==> src/hw/rtl/paw3_pkg.sv <==
// Shared constants, status codes and sequencer states of the piecewise affine warp.
// Used by every module of the block; depends on nothing.
package paw3_pkg;

   localparam int WORD_BITS     = 32;
   localparam int FRAC_BITS     = 24;
   localparam int TETRAS        = 6;
   localparam int COEFS         = 12;
   localparam int MAX_CELLS_DEF = 64;
   localparam int ROWS          = 3;
   localparam int COLS          = 4;

   localparam logic [1:0] STAT_POINT = 2'd0;
   localparam logic [1:0] STAT_LOAD  = 2'd1;
   localparam logic [1:0] STAT_ERROR = 2'd2;

   localparam logic [1:0] REG_CELLS_X = 2'd0;
   localparam logic [1:0] REG_CELLS_Y = 2'd1;
   localparam logic [1:0] REG_CELLS_Z = 2'd2;
   localparam logic [1:0] REG_STEPS   = 2'd3;

   localparam logic MODE_LOAD  = 1'b0;
   localparam logic MODE_POINT = 1'b1;

   typedef enum logic [2:0] {
      ST_IDLE,
      ST_STEP,
      ST_LOC,
      ST_MAC,
      ST_RESP
   } state_type;

endpackage

==> src/hw/rtl/paw3_locate.sv <==
// Finds the grid cube and the tetrahedron of a point in three registered stages.
// Depends on paw3_pkg.
module paw3_locate
   import paw3_pkg::*;
#(
   parameter int MAX_CELLS = MAX_CELLS_DEF,
   localparam int TET_W    = $clog2(TETRAS * MAX_CELLS)
) (
   input  logic                        clock,
   input  logic                        reset,
   input  logic                        start,
   input  logic signed [WORD_BITS-1:0] px,
   input  logic signed [WORD_BITS-1:0] py,
   input  logic signed [WORD_BITS-1:0] pz,
   input  logic [6:0]                  nx,
   input  logic [6:0]                  ny,
   input  logic [6:0]                  nz,
   input  logic [13:0]                 nxy,
   output logic                        done,
   output logic [TET_W-1:0]            tet_index
);

   localparam int TW = WORD_BITS + 8;
   localparam int LW = TW + 1;
   localparam int CW = LW + 1;

   logic [2:0]           vld_ff;
   logic signed [TW-1:0] t_ff [3];
   logic signed [TW-1:0] t_in [3];
   logic [6:0]           c_ff [3];
   logic [6:0]           c_in [3];
   logic signed [LW-1:0] l_ff [3];
   logic signed [LW-1:0] l_in [3];
   logic [TET_W-1:0]     tet_ff;
   logic [TET_W-1:0]     tet_in;
   logic signed [WORD_BITS-1:0] pv [3];
   logic [6:0]           nv [3];

   assign pv[0] = px;
   assign pv[1] = py;
   assign pv[2] = pz;
   assign nv[0] = nx;
   assign nv[1] = ny;
   assign nv[2] = nz;

   always_comb begin
      for (int k = 0; k < 3; k++) begin
         t_in[k] = TW'(pv[k]) * $signed(TW'({1'b0, nv[k]}));
      end
   end

   // Cell index is floor(p*n) clamped to the grid, and the local coordinate stays exact.
   always_comb begin
      logic [15:0] f;
      for (int k = 0; k < 3; k++) begin
         f = t_ff[k][TW-1:FRAC_BITS];
         if (t_ff[k][TW-1]) begin
            c_in[k] = '0;
         end else if (f >= 16'(nv[k] - 7'd1)) begin
            c_in[k] = nv[k] - 7'd1;
         end else begin
            c_in[k] = f[6:0];
         end
         l_in[k] = LW'(t_ff[k]) - $signed(LW'({c_in[k], FRAC_BITS'(0)}));
      end
   end

   always_comb begin
      logic signed [CW-1:0] one, x, y, z, mx, my, mz;
      logic [2:0]  t;
      logic [21:0] cube;
      logic [24:0] tet;
      one = CW'(1) <<< FRAC_BITS;
      x   = CW'(l_ff[0]);
      y   = CW'(l_ff[1]);
      z   = CW'(l_ff[2]);
      mx  = one - x;
      my  = one - y;
      mz  = one - z;
      t   = '0;
      if (y < x && x <= my && y < z && z <= my) t = t + 3'd1;
      if (z <= x && x < mz && z <= y && y < mz) t = t + 3'd2;
      if (x <= z && mz < x && y <= z && mz < y) t = t + 3'd3;
      if (x < y && my <= x && z < y && my <= z) t = t + 3'd4;
      if (y <= x && mx < y && z < x && mx <= z) t = t + 3'd5;
      cube   = 22'(c_ff[0]) + 22'(c_ff[1] * nx) + 22'(c_ff[2] * nxy);
      tet    = 25'(cube) * 25'(TETRAS) + 25'(t);
      tet_in = tet[TET_W-1:0];
   end

   always_ff @(posedge clock) begin
      if (reset) begin
         vld_ff <= '0;
      end else begin
         vld_ff <= {vld_ff[1:0], start};
      end
      t_ff   <= t_in;
      c_ff   <= c_in;
      l_ff   <= l_in;
      tet_ff <= tet_in;
   end

   assign done      = vld_ff[2];
   assign tet_index = tet_ff;

endmodule

==> config.mk <==
export PLATFORM = sky130hd
export DESIGN_NAME = paw3_locate
export DESIGN_NICKNAME = d
export VERILOG_FILES = /design/src/hw/rtl/paw3_pkg.sv /design/src/hw/rtl/paw3_locate.sv
export SDC_FILE = /design/constraint.sdc
export NUM_CORES = 2
export LEC_CHECK = 0
export BUFFER_PORTS_ARGS = -buffer_cell sky130_fd_sc_hd__buf_4
export CELL_PAD_IN_SITES_DETAIL_PLACEMENT = 1
export CELL_PAD_IN_SITES_GLOBAL_PLACEMENT = 2
export CORE_UTILIZATION = 37
export DETAILED_ROUTE_END_ITERATION = 12
export PLACE_DENSITY_LB_ADDON = 0.15
export SLEW_MARGIN = 40
export SYNTH_ARGS = -nofsm -noshare
export SYNTH_HDL_FRONTEND = slang
export SYNTH_SLANG_ARGS = --single-unit
==> constraint.sdc <==
create_clock -name clock -period 5.9 [get_ports clock]
set_input_delay 0.295 -clock clock [delete_from_list [all_inputs] [get_ports clock]]
set_output_delay 0.295 -clock clock [all_outputs]
set_load 0.05 [all_outputs]
Word-level counts from Yosys, hierarchy flattened

Index checks and enable logic that the tools add are counted.
Widths: inputs -> output; s select.

Add/sub/neg operators: 19
$mul: 6
Order comparisons: 23
Muxes and demuxes: 11
Reduce and logical (&&, ||, !) cells: 15

Operator list:

| kind                   | count |
|---|---|
| $le 41x41->1           | 5 |
| $lt 41x41->1           | 5 |
| $le 42x41->1           | 3 |
| $lt 42x41->1           | 3 |
| $sub 26x41->42 const A | 3 |
| $sub 40x32->41         | 3 |
| $mul 32x8->40          | 3 |
| $le 41x42->1           | 2 |
| $lt 41x42->1           | 2 |
| $ge 16x16->1           | 3 |
| $mux 7                 | 6 |
| $sub 7x1->8 const B    | 3 |
| $add 15x21->22         | 1 |
| $mul 22x2->8 const B   | 1 |
| $mul 7x14->21          | 1 |
| $sub 7x1->7 const B    | 3 |
| $add 7x14->15          | 1 |
| $logic_and 1x1->1      | 15 |
| $mul 7x7->14           | 1 |
| $mux 3                 | 4 |
| $add 9x3->9            | 1 |
| $add 3x2->3 const B    | 2 |
| $add 3x3->3 const B    | 2 |
| $mux 1                 | 1 |

Register bits: 276
Logic and storage cells: 85

Logic depth before layout (Yosys ltp)

Word-level depth: 15
Depth in mapped cells: 31
Depth with buffers taken out: 31

Worst setup path after synthesis

Ideal clock, no wire load.

Kind: reg2reg
From: register l_ff[53] (netlist bit)
To: register tet_ff[8], in the netlist tet_index[8]
Setup time: 0.121 ns
Arrival: 6.428 ns
Slack: -0.649 ns
Stages on the path, launching flop included: 29
Buffers on the path: 0
Cells stage by stage: dfxtp_1 > or4_4 > or3_4 > or4_4 > nand2b_4 > a21o_1 > nor2b_4 > nand2_2 > nor3_4 > nand2_1 > xnor2_1 > ha_1 > nand4_1 > or4_1 > nor2_1 > a31oi_1 > a21oi_1 > or4b_2 > ha_1 > o21ai_0 > ha_1 > o32ai_1 > xor2_1 > ha_1 > a21o_1 > and3_1 > nand4_1 > xnor2_1 > xnor2_1

Longest elaborated chain between the ends: 15

RTL lines:

| element                         | RTL line           | source |
|---|---|---|
| start: declaration              | paw3_locate.sv:32  | `logic signed [LW-1:0] l_ff [3];` |
| start signal: assignment        | paw3_locate.sv:99  | `l_ff <= l_in;` |
| $sub 26x41->42                  | paw3_locate.sv:78  | `my = one - y;` |
| $le 41x42->1                    | paw3_locate.sv:81  | `if (y < x && x <= my && y < z && z <= my) t = t + 3'd1;` |
| $logic_and 1x1->1 (3 in series) | paw3_locate.sv:81  |  |
| $mux 1                          | paw3_locate.sv:81  |  |
| $add 3x2->3                     | paw3_locate.sv:82  | `if (z <= x && x < mz && z <= y && y < mz) t = t + 3'd2;` |
| $mux 3                          | paw3_locate.sv:82  |  |
| $add 3x2->3                     | paw3_locate.sv:83  | `if (x <= z && mz < x && y <= z && mz < y) t = t + 3'd3;` |
| $mux 3                          | paw3_locate.sv:83  |  |
| $add 3x3->3                     | paw3_locate.sv:84  | `if (x < y && my <= x && z < y && my <= z) t = t + 3'd4;` |
| $mux 3                          | paw3_locate.sv:84  |  |
| $add 3x3->3                     | paw3_locate.sv:85  | `if (y <= x && mx < y && z < x && mx <= z) t = t + 3'd5;` |
| $mux 3 (*)                      | paw3_locate.sv:85  |  |
| $add 9x3->9 (*)                 | paw3_locate.sv:87  | `tet = 25'(cube) * 25'(TETRAS) + 25'(t);` |
| via tet_in[8]                   | paw3_locate.sv:35  | `logic [TET_W-1:0] tet_in;` |
| end signal: assignment          | paw3_locate.sv:100 | `tet_ff <= tet_in;` |
| end: declaration                | paw3_locate.sv:34  | `logic [TET_W-1:0] tet_ff;` |

Mark *: on every way through the listed nets, which the timed path passes. The rest lies on a longest branch.
A chain may end at the register's enable or synchronous reset.

Final worst setup path

Ends and elaborated chain as after synthesis.

==> qor.txt <==
run status - finished, violations left
failing checks - setup timing
max-cap viol count - 0
Slew Limit Fails - 0
register cell area after layout - 5528 sq um
crit start category - flop
Ys Warns - 0
Yosys cell types - 85
Seq/Total Area, Yosys - 0.1227
Filler Cells Inserted - 14.22k
most common cell after layout, fill and taps aside - inv_1
DIE HEIGHT - 350.8 um
pwr dens - 628.3 nW/um^2
final instance area - 51740 sq um
Final period util - 1.109
Nets - 6942
Placed Instance Area - 50280 sq um
f_max - 0.1529 GHz
Fin Hold WS - 40.16 ps
CTS tree - done
Setup CP Type - flop to flop
setup slack, reg-to-reg - -640 ps
Worst-Skew Late Latency - 590 ps
pin count of the biggest net entering global routing - 38
clock skew - 33.47 ps
most frequent cells in the layout - inv_1, ha_1, fa_1
layout cells sized above 1 - 0.1111
hpwl dp - 121100 um
I/O pins - 144
First-pass DRT Iterations - 5
Req. time, crit path - 6340 ps
Die W - 350.8 um
leakage power - 25.93 nW
via count - 36.42k
grt ovf - 0
DR DRC count - 0
worst hold path type - input pin to flop
antenna violations before repair - 6
routed wire length per instance - 19.66 um
IO buf count - 137
Setup TNS - -3705 ps
Critical Path Sink - tet_index[8]
# setup viols final - 7
Vias/cell - 5.074
DIE AREA - 123100 sq um
Synth Register Bits - 276
CTS Buf Count - 35
gpl congestion - 0.9706
crit path DAT - 6990 ps
drt total wl - 141100 um
# rows - 127
Post-synth top flop - dfxtp_1
CP startpoint - l_ff[53]
first-pass GRT wire length - 225200 um
R2R Path Start - l_ff[53]
Total GRT Usage - 0.2348
Post-Syn Area - 45020 sq um
FF-to-FF End - tet_index[8]
Syn Nets - 6516
Synth async-reset ratio - 0
CTS H-tree lvls - 2
vias in the first global route - 39.87k
post-layout minimum cycle time - 6542 ps
crit path capture type - flop
FF-to-FF path depth - 28
RSZ-0062 raised after global routing - true
crit-path most repeated cell - or4_4
VDD IR-drop max - 0.0009862 V
post-route ant nets - 0
Max FO, Critical Path - 4
Final Util - 0.4302
final hold violations - 0
Largest stage delay, worst path - 530 ps
CTS sink count - 276
worst slew pin tran - 914.1 ps
area occupied by multi-input gates - 36030 sq um
Worst-path clk slew - 60 ps
crit path max-delay cell type - or4_4
root buf cell - clkbuf_16
synth-to-layout area growth - 14.95%
Starting Density - 0.3742
syn_area_per_cell - 8.806 sq um
Worst slew margin - 0.3842
DRT iter0 DRCs - 1372
Core Region - 120300 sq um
Synth Instances - 5112
maximum clock path buffer count - 3
worst setup margin - -642.1 ps
Post-synth EDFFs - 0
==> how the worst min path moves through the flow <==
stage          startpoint       end  slack, ps  depth (start not counted)
4_1_cts             py[0]  t_ff[40]        0.9                          2
5_1_grt             py[0]  t_ff[40]         20                          2
3_5_place_dp     t_ff[84]  l_ff[86]        310                          0
2_1_floorplan    t_ff[52]  l_ff[53]        310                          0
3_3_place_gp     t_ff[19]  l_ff[19]        310                          0
6_report            py[0]  t_ff[40]         40                          2
==> worst max-delay path: cells and delay by family, from the launching register on <==
family                   cells  cell delay [ps]
AND/OR/NAND/NOR             14             3640
adder cells (fa/ha/maj)      4             1000
AO/OA/AOI/OAI                6              830
XOR/XNOR                     4              630
flip-flops                   1              320
==> sequential cells by signal, indices dropped and copies added (netlist names) <==
signal     flops
c_ff          21
vld_ff         3
t_ff         120
tet_index      9
l_ff         123
==> metrics by stage <==
step | instances | setup slack (ps) | power (mW)
floorplan | 5112 | -263.4 | 21.55
CTS | 7173 | -634.4 | 32.74
finish | 7177 | -642.1 | 32.51
global placement | 7102 | -672.1 | 29.40
global route | 7175 | -873.7 | 36.03
detailed placement | 7102 | -879.4 | 30.04
==> synth_stat cells, types with 14 or more instances <==
master	count	share of area
inv_1	886	0.074
ha_1	728	0.20
fa_1	542	0.24
and2_1	539	0.075
nand2_1	358	0.030
dfxtp_1	276	0.12
xnor2_1	249	0.048
a21oi_1	217	0.024
nor2_1	193	0.016
o21ai_0	130	0.014
a21o_1	127	0.021
clkbuf_1	89	0.0074
nand4_1	89	0.012
nor3_1	77	0.0086
xor2_1	65	0.013
nand3_1	63	0.0070
nor2b_1	54	0.0075
nand2b_1	37	0.0051
o21a_1	36	0.0060
nor4_1	34	0.0047
a211oi_1	30	0.0050
o21bai_1	28	0.0047
mux2_2	20	0.0050
and3_1	16	0.0022
or3_1	16	0.0022
mux2i_1	15	0.0033
o211ai_1	15	0.0025
or2_2	14	0.0019
==> metal layers <==
layer | global-route usage | wire length (um)
met3 | 0.01771 | 3908
met4 | 0.05508 | 3402
met2 | 0.4020 | 66990
met1 | 0.3204 | 66780
met5 | 0 | 0
==> power by group <==
part	internal (mW)	switching, mW
clock	1.37	0.912
combinational	11.6	14.5
sequential	3.06	1.10
total	16.0	16.5
==> kinds of logic (layout without fill, tap and decap cells) <==
family | after synthesis | after routing | synth area share
xor+xnor | 314 | 314 | 0.06109
other cells | 0 | 2 | 0
mux | 35 | 35 | 0.008338
compound gates | 706 | 706 | 0.1010
fa+ha+maj | 1270 | 1270 | 0.4434
simple gates | 1534 | 1534 | 0.1820
buf+inv | 977 | 1428 | 0.08149
flops | 276 | 276 | 0.1227
==> what timing repair did <==
| item | 4_1_cts | 5_1_grt |
|---|---|---|
| endpoints found under the hold margin | 5 | 0 |
| gates cloned | 0 | 0 |
| setup buffers | 5 | 2 |
| hold buffers | 4 | 0 |
| pin swaps | 13 | 1 |
| endpoints found under the setup margin | 8 | 8 |
| gates resized for setup | 21 | 8 |
==> area by class of cell <==
class	instances	share of cell area
sequential	276	0.1068
timing repair buffer	480	0.07007
tap	1612	0.03898
multi-input combinational	3859	0.6962
antenna	2	0.00009672
inverter	886	0.06427
clock buffer	44	0.01896
clock inverter	18	0.004546
(Power assumes the default switching activity.)
